### config.mk
export PLATFORM = sky130hd
export DESIGN_NAME = layer_clip_and_band_binning_top
export DESIGN_NICKNAME = d
export VERILOG_FILES = /design/src/rtl/lcbb_pkg.sv /design/src/rtl/lcbb_ctrl.sv /design/src/rtl/lcbb_datapath.sv /design/src/rtl/layer_clip_and_band_binning_top.sv
export SDC_FILE = /design/constraint.sdc
export NUM_CORES = 2
export LEC_CHECK = 0
export ABC_AREA = 1
export BUFFER_PORTS_ARGS = -buffer_cell sky130_fd_sc_hd__buf_2
export CAP_MARGIN = 20
export CORE_MARGIN = 2
export CORE_UTILIZATION = 60
export CTS_CLUSTER_DIAMETER = 40
export CTS_CLUSTER_SIZE = 8
export DETAILED_ROUTE_END_ITERATION = 10
export PLACE_DENSITY = 0.78
export RECOVER_POWER = 50
export SETUP_SLACK_MARGIN = 0.5
export SLEW_MARGIN = 40
export SYNTH_ARGS = -nofsm -noshare
export SYNTH_HDL_FRONTEND = slang
export SYNTH_SLANG_ARGS = --single-unit
### constraint.sdc
create_clock -name clk -period 18.65 [get_ports clk]
set_input_delay 1.865 -clock clk [delete_from_list [all_inputs] [get_ports clk]]
set_output_delay 1.865 -clock clk [all_outputs]
set_load 0.01 [all_outputs]
### src/rtl/lcbb_pkg.sv
// ----------------------------------------------------------------------------
// lcbb_pkg
// shared constants, beat layouts and controller/datapath signal groups
// ----------------------------------------------------------------------------
package lcbb_pkg;

    localparam int SCREEN_WIDTH_DEF  = 320;
    localparam int SCREEN_HEIGHT_DEF = 200;
    localparam int BAND_ROWS_DEF     = 4;
    localparam int HEAP_DEPTH_DEF    = 1024;

    localparam int COORD_W   = 12;            // input coordinate and size width
    localparam int POS_W     = COORD_W - 1;   // clipped, non-negative coordinate
    localparam int EXT_W     = COORD_W + 2;   // signed room for pos + size
    localparam int ADDR_W    = 32;
    localparam int SLOT_W    = 10;
    localparam int HEAD_W    = 11;
    localparam int FREE_W    = 11;
    localparam int MIX_W     = 8;
    localparam int ROWS_W    = 5;             // rows of one band, up to 31
    localparam int DIV_SHIFT = 16;            // reciprocal scale for row / band rows

    localparam logic [HEAD_W-1:0] EMPTY_HEAD = HEAD_W'(1024);

    // input beat, highest field first
    typedef struct packed {
        logic [MIX_W-1:0]   mix_level;
        logic [MIX_W-1:0]   mix_type;
        logic [ADDR_W-1:0]  source_base;
        logic [COORD_W-1:0] size_y;
        logic [COORD_W-1:0] size_x;
        logic [COORD_W-1:0] pos_y;
        logic [COORD_W-1:0] pos_x;
    } in_beat_t;

    // output beat, highest field first, padded to whole bytes
    typedef struct packed {
        logic [5:0]         pad;
        logic [MIX_W-1:0]   mix_level_out;
        logic [MIX_W-1:0]   mix_type_out;
        logic [2:0]         rows;
        logic [8:0]         width;
        logic [13:0]        source_stride;
        logic [12:0]        dest_offset;
        logic [ADDR_W-1:0]  source_addr;
        logic [5:0]         band;
        logic [HEAD_W-1:0]  next_slot;
        logic [SLOT_W-1:0]  slot;
    } out_beat_t;

    localparam int IN_DATA_W  = $bits(in_beat_t);
    localparam int OUT_DATA_W = $bits(out_beat_t);

    typedef struct packed {
        logic load;
        logic clear;
        logic clip;
        logic mula;
        logic mulb;
        logic divfix;
        logic step;
    } lcbb_cmd_t;

    typedef struct packed {
        logic empty;
        logic out_free;
        logic band_last;
        logic heap_full;
    } lcbb_stat_t;

endpackage

### src/rtl/lcbb_ctrl.sv
// ----------------------------------------------------------------------------
// lcbb_ctrl
// sequencer: accepts one item, steps the datapath through clip, setup
// multiplies and band division, then, unless the output stalls, one band per cycle
// ----------------------------------------------------------------------------
module lcbb_ctrl
    import lcbb_pkg::*;
(
    input  logic       clk,
    input  logic       rst_n,
    input  logic       in_valid,
    input  logic       in_kind,
    output logic       in_ready,
    output lcbb_cmd_t  cmd,
    input  lcbb_stat_t stat
);

    typedef enum logic [6:0] {
        ST_IDLE   = 7'b0000001,
        ST_CLIP   = 7'b0000010,
        ST_MULA   = 7'b0000100,
        ST_MULB   = 7'b0001000,
        ST_DIVFIX = 7'b0010000,
        ST_PRIME  = 7'b0100000,
        ST_RUN    = 7'b1000000
    } state_t;

    state_t state_reg;
    state_t state_next;

    always_ff @(posedge clk or negedge rst_n)
    begin
        if (!rst_n)
        begin
            state_reg <= ST_IDLE;
        end
        else
        begin
            state_reg <= state_next;
        end
    end

    always_comb
    begin
        state_next = state_reg;
        cmd        = '0;
        in_ready   = 1'b0;
        unique case (state_reg)
            ST_IDLE:
            begin
                in_ready = 1'b1;
                if (in_valid)
                begin
                    if (in_kind)
                    begin
                        cmd.clear = 1'b1;
                    end
                    else
                    begin
                        cmd.load   = 1'b1;
                        state_next = ST_CLIP;
                    end
                end
            end
            ST_CLIP:
            begin
                cmd.clip   = 1'b1;
                state_next = stat.empty ? ST_IDLE : ST_MULA;
            end
            ST_MULA:
            begin
                cmd.mula   = 1'b1;
                state_next = ST_MULB;
            end
            ST_MULB:
            begin
                cmd.mulb   = 1'b1;
                state_next = ST_DIVFIX;
            end
            ST_DIVFIX:
            begin
                cmd.divfix = 1'b1;
                state_next = ST_PRIME;
            end
            ST_PRIME:
            begin
                // head memory read of the first band is issued here
                state_next = ST_RUN;
            end
            ST_RUN:
            begin
                if (stat.out_free)
                begin
                    cmd.step = 1'b1;
                    if (stat.heap_full || stat.band_last)
                    begin
                        state_next = ST_IDLE;
                    end
                end
            end
            default:
            begin
                state_next = ST_IDLE;
            end
        endcase
    end

endmodule

### src/rtl/lcbb_datapath.sv
// ----------------------------------------------------------------------------
// lcbb_datapath
// clip arithmetic, source address setup, band head memory, slot counter
// and the output beat register
// ----------------------------------------------------------------------------
module lcbb_datapath
    import lcbb_pkg::*;
#(
    parameter int SCREEN_WIDTH  = SCREEN_WIDTH_DEF,
    parameter int SCREEN_HEIGHT = SCREEN_HEIGHT_DEF,
    parameter int BAND_ROWS     = BAND_ROWS_DEF,
    parameter int HEAP_DEPTH    = HEAP_DEPTH_DEF
)
(
    input  logic       clk,
    input  logic       rst_n,
    input  lcbb_cmd_t  cmd,
    output lcbb_stat_t stat,
    input  in_beat_t   in_data,
    input  logic       out_ready,
    output logic       out_valid,
    output out_beat_t  out_data,
    output logic       out_user,
    output logic       out_last
);

    localparam int NUM_BANDS = (SCREEN_HEIGHT + BAND_ROWS - 1) / BAND_ROWS;
    localparam int BAND_W    = (NUM_BANDS > 1) ? $clog2(NUM_BANDS) : 1;
    localparam int RECIP_W   = DIV_SHIFT + 1;
    localparam int QP_W      = POS_W + RECIP_W;

    localparam logic [RECIP_W-1:0]      RECIP_C = RECIP_W'((1 << DIV_SHIFT) / BAND_ROWS);
    localparam logic signed [EXT_W-1:0] SW_E    = EXT_W'(SCREEN_WIDTH);
    localparam logic signed [EXT_W-1:0] SH_E    = EXT_W'(SCREEN_HEIGHT);
    localparam logic [COORD_W-1:0]      BR_C    = COORD_W'(BAND_ROWS);
    localparam logic [FREE_W-1:0]       HEAP_C  = FREE_W'(HEAP_DEPTH);
    localparam logic [ADDR_W-1:0]       ROW_C   = ADDR_W'(4 * SCREEN_WIDTH);

    in_beat_t             in_reg;
    logic [POS_W-1:0]     x1_reg;
    logic [POS_W-1:0]     y1_reg;
    logic [COORD_W-1:0]   y2_reg;
    logic [COORD_W-1:0]   w_reg;
    logic [COORD_W-1:0]   dx_reg;
    logic [COORD_W-1:0]   dy_reg;
    logic [2*COORD_W-1:0] prod_reg;
    logic [POS_W-1:0]     qe_reg;
    logic [ADDR_W-1:0]    src_reg;
    logic [13:0]          stride_reg;
    logic [12:0]          dest_reg;
    logic [BAND_W-1:0]    b_reg;
    logic [COORD_W-1:0]   top_reg;
    logic                 first_reg;
    logic [FREE_W-1:0]    next_free_reg;
    logic [NUM_BANDS-1:0] head_valid_reg;
    logic [SLOT_W-1:0]    rd_data_reg;
    logic                 rd_valid_reg;
    logic                 out_valid_reg;
    out_beat_t            out_beat_reg;
    logic                 out_user_reg;
    logic                 out_last_reg;

    logic [SLOT_W-1:0]    band_mem [NUM_BANDS];

    // clip
    logic signed [EXT_W-1:0] px_e, py_e, sx_e, sy_e;
    logic signed [EXT_W-1:0] x1_e, y1_e, x2s, y2s, x2_e, y2_e, w_e, h_e, dx_e, dy_e;
    logic                    empty;

    // setup
    logic [QP_W-1:0]    qprod;
    logic [COORD_W-1:0] qb;
    logic [COORD_W-1:0] rem_raw;
    logic               rem_fix;
    logic [COORD_W-1:0] rem;
    logic [COORD_W-1:0] b_sum;
    logic [ADDR_W-1:0]  dest_sum;
    logic [13:0]        sdiff;

    // band step
    logic [COORD_W:0]      bot;
    logic [COORD_W-1:0]    r0, r1;
    logic [ROWS_W-1:0]     rows;
    logic                  band_last;
    logic                  heap_full;
    logic [HEAD_W-1:0]     head;
    logic [11:0]           b_ext;
    logic [18:0]           adv;
    logic                  mem_we;
    logic                  advance;
    logic [BAND_W-1:0]     rd_addr;
    out_beat_t             beat;

    always_comb
    begin
        px_e  = {{2{in_reg.pos_x[COORD_W-1]}}, in_reg.pos_x};
        py_e  = {{2{in_reg.pos_y[COORD_W-1]}}, in_reg.pos_y};
        sx_e  = {2'b00, in_reg.size_x};
        sy_e  = {2'b00, in_reg.size_y};
        x1_e  = px_e[EXT_W-1] ? '0 : px_e;
        y1_e  = py_e[EXT_W-1] ? '0 : py_e;
        x2s   = px_e + sx_e;
        y2s   = py_e + sy_e;
        x2_e  = (x2s > SW_E) ? SW_E : x2s;
        y2_e  = (y2s > SH_E) ? SH_E : y2s;
        w_e   = x2_e - x1_e;
        h_e   = y2_e - y1_e;
        dx_e  = x1_e - px_e;
        dy_e  = y1_e - py_e;
        empty = w_e[EXT_W-1] || (w_e == '0) || h_e[EXT_W-1] || (h_e == '0);
    end

    always_comb
    begin
        // row / band rows by reciprocal, low estimate corrected by one
        qprod    = y1_reg * RECIP_C;
        qb       = COORD_W'(qe_reg * BR_C);
        rem_raw  = {1'b0, y1_reg} - qb;
        rem_fix  = (rem_raw >= BR_C);
        rem      = rem_fix ? (rem_raw - BR_C) : rem_raw;
        b_sum    = {1'b0, qe_reg} + COORD_W'(rem_fix);
        dest_sum = ADDR_W'({x1_reg, 2'b00}) + ADDR_W'(rem) * ROW_C;
        sdiff    = {2'b00, in_reg.size_x} - {2'b00, w_reg};
    end

    always_comb
    begin
        bot       = {1'b0, top_reg} + {1'b0, BR_C};
        r0        = first_reg ? {1'b0, y1_reg} : top_reg;
        r1        = ({1'b0, y2_reg} < bot) ? y2_reg : bot[COORD_W-1:0];
        rows      = ROWS_W'(r1 - r0);
        band_last = (bot >= {1'b0, y2_reg});
        heap_full = (next_free_reg >= HEAP_C);
        head      = rd_valid_reg ? {{(HEAD_W-SLOT_W){1'b0}}, rd_data_reg} : EMPTY_HEAD;
        b_ext     = 12'(b_reg);
        adv       = {in_reg.size_x, 2'b00} * rows;
        mem_we    = cmd.step && !heap_full;
        advance   = mem_we && !band_last;
        rd_addr   = advance ? (b_reg + 1'b1) : b_reg;

        beat      = '0;
        beat.band = b_ext[5:0];
        if (!heap_full)
        begin
            beat.slot          = next_free_reg[SLOT_W-1:0];
            beat.next_slot     = head;
            beat.source_addr   = src_reg;
            beat.dest_offset   = dest_reg;
            beat.source_stride = stride_reg;
            beat.width         = w_reg[8:0];
            beat.rows          = rows[2:0];
            beat.mix_type_out  = in_reg.mix_type;
            beat.mix_level_out = in_reg.mix_level;
        end
    end

    // payload registers
    always_ff @(posedge clk)
    begin
        if (cmd.load)
        begin
            in_reg <= in_data;
        end
        if (cmd.clip)
        begin
            x1_reg <= x1_e[POS_W-1:0];
            y1_reg <= y1_e[POS_W-1:0];
            y2_reg <= y2_e[COORD_W-1:0];
            w_reg  <= w_e[COORD_W-1:0];
            dx_reg <= dx_e[COORD_W-1:0];
            dy_reg <= dy_e[COORD_W-1:0];
        end
        if (cmd.mula)
        begin
            prod_reg <= in_reg.size_x * dy_reg;
        end
        if (cmd.mulb)
        begin
            src_reg <= in_reg.source_base + ADDR_W'({dx_reg, 2'b00})
                     + ADDR_W'({prod_reg, 2'b00});
            qe_reg  <= qprod[DIV_SHIFT +: POS_W];
        end
        if (cmd.divfix)
        begin
            b_reg      <= b_sum[BAND_W-1:0];
            top_reg    <= {1'b0, y1_reg} - rem;
            dest_reg   <= dest_sum[12:0];
            stride_reg <= {sdiff[11:0], 2'b00};
            first_reg  <= 1'b1;
        end
        else if (advance)
        begin
            b_reg     <= b_reg + 1'b1;
            top_reg   <= bot[COORD_W-1:0];
            dest_reg  <= {x1_reg, 2'b00};
            src_reg   <= src_reg + ADDR_W'(adv);
            first_reg <= 1'b0;
        end
        if (cmd.step)
        begin
            out_beat_reg <= beat;
            out_user_reg <= heap_full;
            out_last_reg <= heap_full || band_last;
        end
    end

    // band list heads
    always_ff @(posedge clk)
    begin
        if (mem_we)
        begin
            band_mem[b_reg] <= next_free_reg[SLOT_W-1:0];
        end
        rd_data_reg <= band_mem[rd_addr];
    end

    always_ff @(posedge clk or negedge rst_n)
    begin
        if (!rst_n)
        begin
            next_free_reg  <= '0;
            head_valid_reg <= '0;
            rd_valid_reg   <= 1'b0;
            out_valid_reg  <= 1'b0;
        end
        else
        begin
            rd_valid_reg <= head_valid_reg[rd_addr];
            if (cmd.clear)
            begin
                next_free_reg  <= '0;
                head_valid_reg <= '0;
            end
            else if (mem_we)
            begin
                next_free_reg          <= next_free_reg + 1'b1;
                head_valid_reg[b_reg]  <= 1'b1;
            end
            if (cmd.step)
            begin
                out_valid_reg <= 1'b1;
            end
            else if (out_ready)
            begin
                out_valid_reg <= 1'b0;
            end
        end
    end

    assign stat.empty     = empty;
    assign stat.out_free  = !out_valid_reg || out_ready;
    assign stat.band_last = band_last;
    assign stat.heap_full = heap_full;

    assign out_valid = out_valid_reg;
    assign out_data  = out_beat_reg;
    assign out_user  = out_user_reg;
    assign out_last  = out_last_reg;

endmodule

### src/rtl/layer_clip_and_band_binning_top.sv
// ----------------------------------------------------------------------------
// layer_clip_and_band_binning_top
// clips layer rectangles to the screen and bins them into row bands
//
// s_axis: one beat per layer rectangle (tuser low) or frame reset (tuser high).
// m_axis: one descriptor beat per band the clipped layer covers, top to
// bottom; tlast marks the final beat of a layer. tuser high flags a slot
// overflow beat, which ends the layer's run.
// an add beat steps through clip, two setup multiplies, band division and
// the head memory read, then gives one band per cycle from the head memory.
// a fully clipped layer gives no beat and ends after the clip step.
// the first descriptor beat is registered after the head memory read.
// a stalled m_axis holds the band loop; one finished beat waits in the
// output register. reset empties all band lists and the slot counter.
// ----------------------------------------------------------------------------
module layer_clip_and_band_binning_top
    import lcbb_pkg::*;
#(
    parameter int SCREEN_WIDTH  = SCREEN_WIDTH_DEF,
    parameter int SCREEN_HEIGHT = SCREEN_HEIGHT_DEF,
    parameter int BAND_ROWS     = BAND_ROWS_DEF,
    parameter int HEAP_DEPTH    = HEAP_DEPTH_DEF
)
(
    input  logic                  clk,
    input  logic                  rst_n,
    input  logic                  s_axis_tvalid,
    output logic                  s_axis_tready,
    // pos_x, pos_y, size_x, size_y, source_base, mix_type, mix_level
    input  logic [IN_DATA_W-1:0]  s_axis_tdata,
    // kind
    input  logic                  s_axis_tuser,
    output logic                  m_axis_tvalid,
    input  logic                  m_axis_tready,
    // slot, next_slot, band, source_addr, dest_offset, source_stride, width,
    // rows, mix_type_out, mix_level_out, zero pad
    output logic [OUT_DATA_W-1:0] m_axis_tdata,
    // overflow
    output logic                  m_axis_tuser,
    output logic                  m_axis_tlast
);

    lcbb_cmd_t  cmd;
    lcbb_stat_t stat;
    out_beat_t  out_beat;

    lcbb_ctrl u_ctrl (
        .clk      (clk),
        .rst_n    (rst_n),
        .in_valid (s_axis_tvalid),
        .in_kind  (s_axis_tuser),
        .in_ready (s_axis_tready),
        .cmd      (cmd),
        .stat     (stat)
    );

    lcbb_datapath #(
        .SCREEN_WIDTH  (SCREEN_WIDTH),
        .SCREEN_HEIGHT (SCREEN_HEIGHT),
        .BAND_ROWS     (BAND_ROWS),
        .HEAP_DEPTH    (HEAP_DEPTH)
    ) u_datapath (
        .clk       (clk),
        .rst_n     (rst_n),
        .cmd       (cmd),
        .stat      (stat),
        .in_data   (in_beat_t'(s_axis_tdata)),
        .out_ready (m_axis_tready),
        .out_valid (m_axis_tvalid),
        .out_data  (out_beat),
        .out_user  (m_axis_tuser),
        .out_last  (m_axis_tlast)
    );

    assign m_axis_tdata = out_beat;

endmodule
Word level (Yosys, flattened, before mapping) --
Memories as Yosys holds them, arrays and structs flattened. A register that Yosys moved wholly into a read port is not among the register bits. Index checks and enable logic that the tools add are counted.
Cells by class: $add $sub $neg 19, multiply operators 3, $lt $le $gt $ge 9, equality and inequality tests 11, muxes and demuxes 46, bitwise gates (word level) 2, reduce and logical (&&, ||, !) cells 18
Operators by type and width (number):
- 50-bit 2-to-1 mux | 2
- 32-bit 2-to-1 mux | 3
- 11-bit 2-to-1 mux | 5
- 50-bit OR | 1
- 7-bit one-hot mux with 7 select lines | 1
- 12-bit 2-to-1 mux | 3
- 12-bit subtractor | 3
- 32-bit by 14-bit adder with 32-bit output | 1
- 32-bit by 19-bit adder with 32-bit output | 1
- 32-bit by 26-bit adder with 32-bit output | 1
- 12-bit by 13-bit adder with 14-bit output | 2
- 14-bit logical NOT | 2
- 14-bit 2-to-1 mux | 2
- 7-bit 2-to-1 mux | 4
- 14-bit subtractor | 2
- 13-bit 2-to-1 mux | 2
- 12-bit by 12-bit multiplier with 24-bit output | 1
- 12-bit by 5-bit multiplier with 17-bit output | 1
- 1-bit 2-to-1 mux | 15
- 14-bit by 10-bit > comparator with 1-bit output, second input constant | 1
- 14-bit by 9-bit > comparator with 1-bit output, second input constant | 1
- 6-bit by 7-bit less-than comparator with 1-bit output, second input constant | 2
- 12-bit by 3-bit adder with 13-bit output, second input constant | 1
- 13-bit adder | 1
- other kinds (35) | 50
Word-level totals: flip-flop bits (word level) 459, bits in writable memories 500, output and inout port bits 124, logic and storage cells 148, memories 1
Memories:
- u_datapath.band_mem | words 50, width 10, rd ports 1, clocked after memory_dff 1, wr ports 1, line lcbb_datapath.sv:63 | logic [SLOT_W-1:0] band_mem [NUM_BANDS];

Longest topological paths before layout --
depth after elaboration 10, gate-level depth with buffers 59

By module --
From an unflattened synthesis, not the netlist that was laid out.
Second synthesis, totals: cells, all modules 5352, area total of the unflattened synthesis 52103.7 sq um
By module, submodules not included:
- lcbb_datapath | times used 1, cells an instance 5289, area an instance 51662.0 sq um, seq. area each 27921.8 sq um
- lcbb_ctrl | times used 1, cells an instance 63, area an instance 441.7 sq um, seq. area each 176.4 sq um

Least setup slack after synthesis --
No wires, ideal clock.
kind input to register, start input port s_axis_tvalid, end register u_datapath.in_reg[0] in the netlist's numbering (enable), arrival time 8.430 ns, required time 17.982 ns, setup slack 9.552 ns, stages 2, cell sequence inv_1 -> nor3_1
RTL lines:
- start, declared | line layer_clip_and_band_binning_top.sv:27 | input logic s_axis_tvalid,
- end signal, assigned | line lcbb_datapath.sv:162 | in_reg <= in_data;
- end, declared | line lcbb_datapath.sv:39 | in_beat_t in_reg;

Worst setup path in the final report --
start register u_datapath.top_reg[2], end register u_datapath.src_reg[23]
Between the ends: word-level cells in the longest chain between the ends 8, elaborated cells between the ends (all ways) 12, those cells by class 3 x add/sub; 1 x mul; 2 x order compare; 4 x mux; 2 x reduce/logical
RTL lines:
- start, declared | line lcbb_datapath.sv:52 | logic [COORD_W-1:0] top_reg;
- start signal, assigned | line lcbb_datapath.sv:186 | top_reg <= {1'b0, y1_reg} - rem;
- start signal, assigned | line lcbb_datapath.sv:194 | top_reg <= bot[COORD_W-1:0];
- 12-bit by 3-bit adder with 13-bit output | line lcbb_datapath.sv:128 | bot = {1'b0, top_reg} + {1'b0, BR_C};
- 12-bit by 13-bit less-than comparator with 1-bit output | line lcbb_datapath.sv:130 | r1 = ({1'b0, y2_reg} < bot) ? y2_reg : bot[COORD_W-1:0];
- 5-bit 2-to-1 mux | line lcbb_datapath.sv:130
- 5-bit subtractor | line lcbb_datapath.sv:131 | rows = ROWS_W'(r1 - r0);
- 12-bit by 5-bit multiplier with 17-bit output | line lcbb_datapath.sv:136 | adv = {in_reg.size_x, 2'b00} * rows;
- 32-bit by 19-bit adder with 32-bit output | line lcbb_datapath.sv:196 | src_reg <= src_reg + ADDR_W'(adv);
- 32-bit 2-to-1 mux (*) | line lcbb_datapath.sv:191 | else if (advance)
- 32-bit 2-to-1 mux (*) | line lcbb_datapath.sv:183 | if (cmd.divfix)
- end signal, assigned | line lcbb_datapath.sv:179 | src_reg <= in_reg.source_base + ADDR_W'({dx_reg, 2'b00})
- end signal, assigned | line lcbb_datapath.sv:196
- end, declared | line lcbb_datapath.sv:48 | logic [ADDR_W-1:0] src_reg;
Mark *: on every way between the ends. The rest lies on a longest branch, timed or not. A chain may end at the register's enable or synchronous reset.

==> reports/metrics.yaml <==
status:
  status: "complete, but fails checks"
  violations: "capacitance limit, slew limit"
synthesis:
  yosys.cell_types.count: 61
  syn-cell-area_um2: 51430
  syn_avg_cell_area_um2: 9.956
  yosys.area.top_type: "edfxtp_1"
  synth_edf_count: 846
  ys_ff_latch: 963
  synth_top_area_share_pct: 49.39
  synth_cells: 5166
  ys_warn_count: 0
  synth_commonest_cells: "1196 x nand2_1, 846 x edfxtp_1, 647 x inv_1"
  seq_area_frac_synth_pct: 54.63
  ys_top_cells_by_area: "edfxtp_1 49%, nand2_1 8.7%, ha_1 6.1%, fa_1 5.9%, inv_1 4.7%"
  async_reset_ff_share_pct: 7.269
  synth_most_common_cell: "nand2_1"
  synth_flop_cell: "edfxtp_1"
setup_path:
  cp-start-kind: "flop"
  required_ps: 19270
  crit_fanout: 8
  crit_path_frequent_cell: "nand2_1"
  critPathCaptureType: "flop"
  crit_path_max_incr_delay_ps: 540
  rrSetupSlack_ps: 8840
  r2r_end: "u_datapath.src_reg[23]"
  critPathKind: "reg -> reg"
  worst_path_max_delay_cell: "fa_1"
  r2r_start: "u_datapath.top_reg[2]"
  cp.arrival_ps: 10430
  crit_start: "u_datapath.top_reg[2]"
  crit_end: "u_datapath.src_reg[23]"
  r2r_cells: 50
floorplanning:
  die-area_um2: 88080
  ios: 225
  start_util_pct: 60.50
  die_height_um: 296.8
  core_um2: 85010
  rows: 107
  dieWidth_um: 296.8
power_and_ir_drop:
  ir_drop_mv: 0.1901
  p_leak_nw: 25.60
  power.density_nw_per_um2: 174.7
route:
  vias_per_cell: 5.706
  drcViolationCount: 0
  dr_total_vias: 37926
  ant_nets: 0
  drt-initial-drc-count: 4185
  wl_per_cell_um: 20.03
  first_pass_iters: 6
  wirelength_um: 133100
cells_and_area:
  fin_nets: 5893
  largest_reg_flops: 500
  syn2layout_area_growth_pct: 13.26
  diodes: 0
  final_layout_size_suffix_gt1_share_pct: 9.740
timing:
  worst_slack_ps: 8836
  worst_clock_skew_ps: 72.46
  slew_headroom_pct: -201.9
  period_minus_slack_ps: 9814
  period_share_pct: 52.62
  worst_pin_slew_ps: 4529
  rsz0062_at_grt: "false"
  setup_viol: 0
  fmaxAchievable_ghz: 0.1019
  setup-tns-final_ps: 0
  slew_viol_final: 933
  hold_viol: 0
global_routing:
  grt_overflow_total: 0
  grt_pass1_vias: 38149
  antenna_found_initial: 5
  grt.total_usage_pct: 30.19
  grt_pass1_wl_um: 207200
  grt_max_degree: 92
cts:
  cts_buffer_depth: 3
  path_clk_slew_ps: 50
  cts_tree: "yes"
  clock_latency_ps: 760
  cts_inserted_buffers: 151
  htreeDepth: 4
  ctsResizeCount: 0
  root_buffer: "clkbuf_16"
  ctsHoldBuffers: 0
  clock_sinks: 963
  post_cts_buffers: 0
place:
  pre_cts_ws_ps: 8940
  io_buffers: 214
  gp_congestion: 0.9017
  hpwl_um: 87200
worst_hold_path:
  min_path_type: "reg -> reg"
run:
  drv_cap: 18
[cells by family (layout without fill, tap and decap cells)]
family	count (synthesis)	in the layout	share of synthesized area, %
fa+ha+maj	402	402	12.00
xor+xnor	161	161	2.768
flops	963	963	54.63
buf+inv	864	1192	6.758
mux	3	3	0.05839
compound gates	466	466	5.106
other cells	1	10	0.007291
simple gates	2306	2306	18.67
[area by class of cell]
class                      count  area (µm²)
tap                         1144        1431
inverter                     666        2501
clock buffer                 229        4141
sequential                   963       28100
clock inverter                37       591.8
multi-input combinational   3348       20050
fill                        6016       26760
timing repair buffer         260        1438
[layer usage]
| layer | track usage (%) | routed length (µm) |
|---|---|---|
| met5 | 0 | 47 |
| met4 | 14.61 | 6066 |
| met1 | 38.93 | 49980 |
| met3 | 5.442 | 13210 |
| met2 | 49.63 | 63810 |
[how the worst min path moves through the flow]
| stage | start | endpoint | slack, ps | depth (start not counted) |
|---|---|---|---|---|
| after floorplan | u_datapath.x1_reg[0] | u_datapath.dest_reg[2] | 400 | 0 |
| final | u_datapath.x1_reg[2] | u_datapath.dest_reg[4] | 410 | 0 |
| after global placement | u_datapath.x1_reg[2] | u_datapath.dest_reg[4] | 400 | 0 |
| after detailed placement | u_datapath.x1_reg[0] | u_datapath.dest_reg[2] | 410 | 0 |
| after CTS | u_datapath.x1_reg[2] | u_datapath.dest_reg[4] | 410 | 0 |
| after global routing | u_datapath.x1_reg[2] | u_datapath.dest_reg[4] | 430 | 0 |
[placed cells by master (no fill, tap or decap), types with 126 or more instances in the layout]
master	instances
a21oi_1	214
buf_2	205
clkbuf_16	151
edfxtp_1	846
fa_1	152
ha_1	250
inv_1	646
nand2_1	1195
nand3_1	457
nor2_1	471
o21ai_0	126
[worst max-delay path, delay by kind of cell (launching register included)]
family / cells / cell delay (ps)
AOI/OAI and AO/OA: 12 / 2030
xor gates and xnor gates: 3 / 430
adders and majority gates: 8 / 3160
buffers and inverters: 6 / 610
DFF: 1 / 460
and+or+nand+nor: 21 / 2980
[metrics by stage]
step / area [µm²] / util, % / power [mW] / std cells / hold slack, ps
after floorplan: 51470 / - / 6.352 / 5175 / 400.3
after global placement: 53370 / 62.78 / 7.373 / 6375 / 402.9
after detailed placement: 53630 / 63.08 / 7.496 / 6381 / 413.6
after CTS: 58360 / 68.65 / 10.14 / 6647 / 412.2
after global routing: 58250 / 68.52 / 10.88 / 6647 / 428.4
final: 58250 / 68.52 / 10.18 / 6647 / 411.7
[report_power, final]
| part | internal (mW) | switching, mW | leakage (nW) |
|---|---|---|---|
| combinational | 1.70 | 3.06 | 14.2 |
| clock | 1.61 | 1.00 | 2.25 |
| sequential | 2.64 | 0.162 | 9.18 |
| total | 5.95 | 4.23 | 25.6 |
No activity file was read; power rests on OpenSTA's default activity.
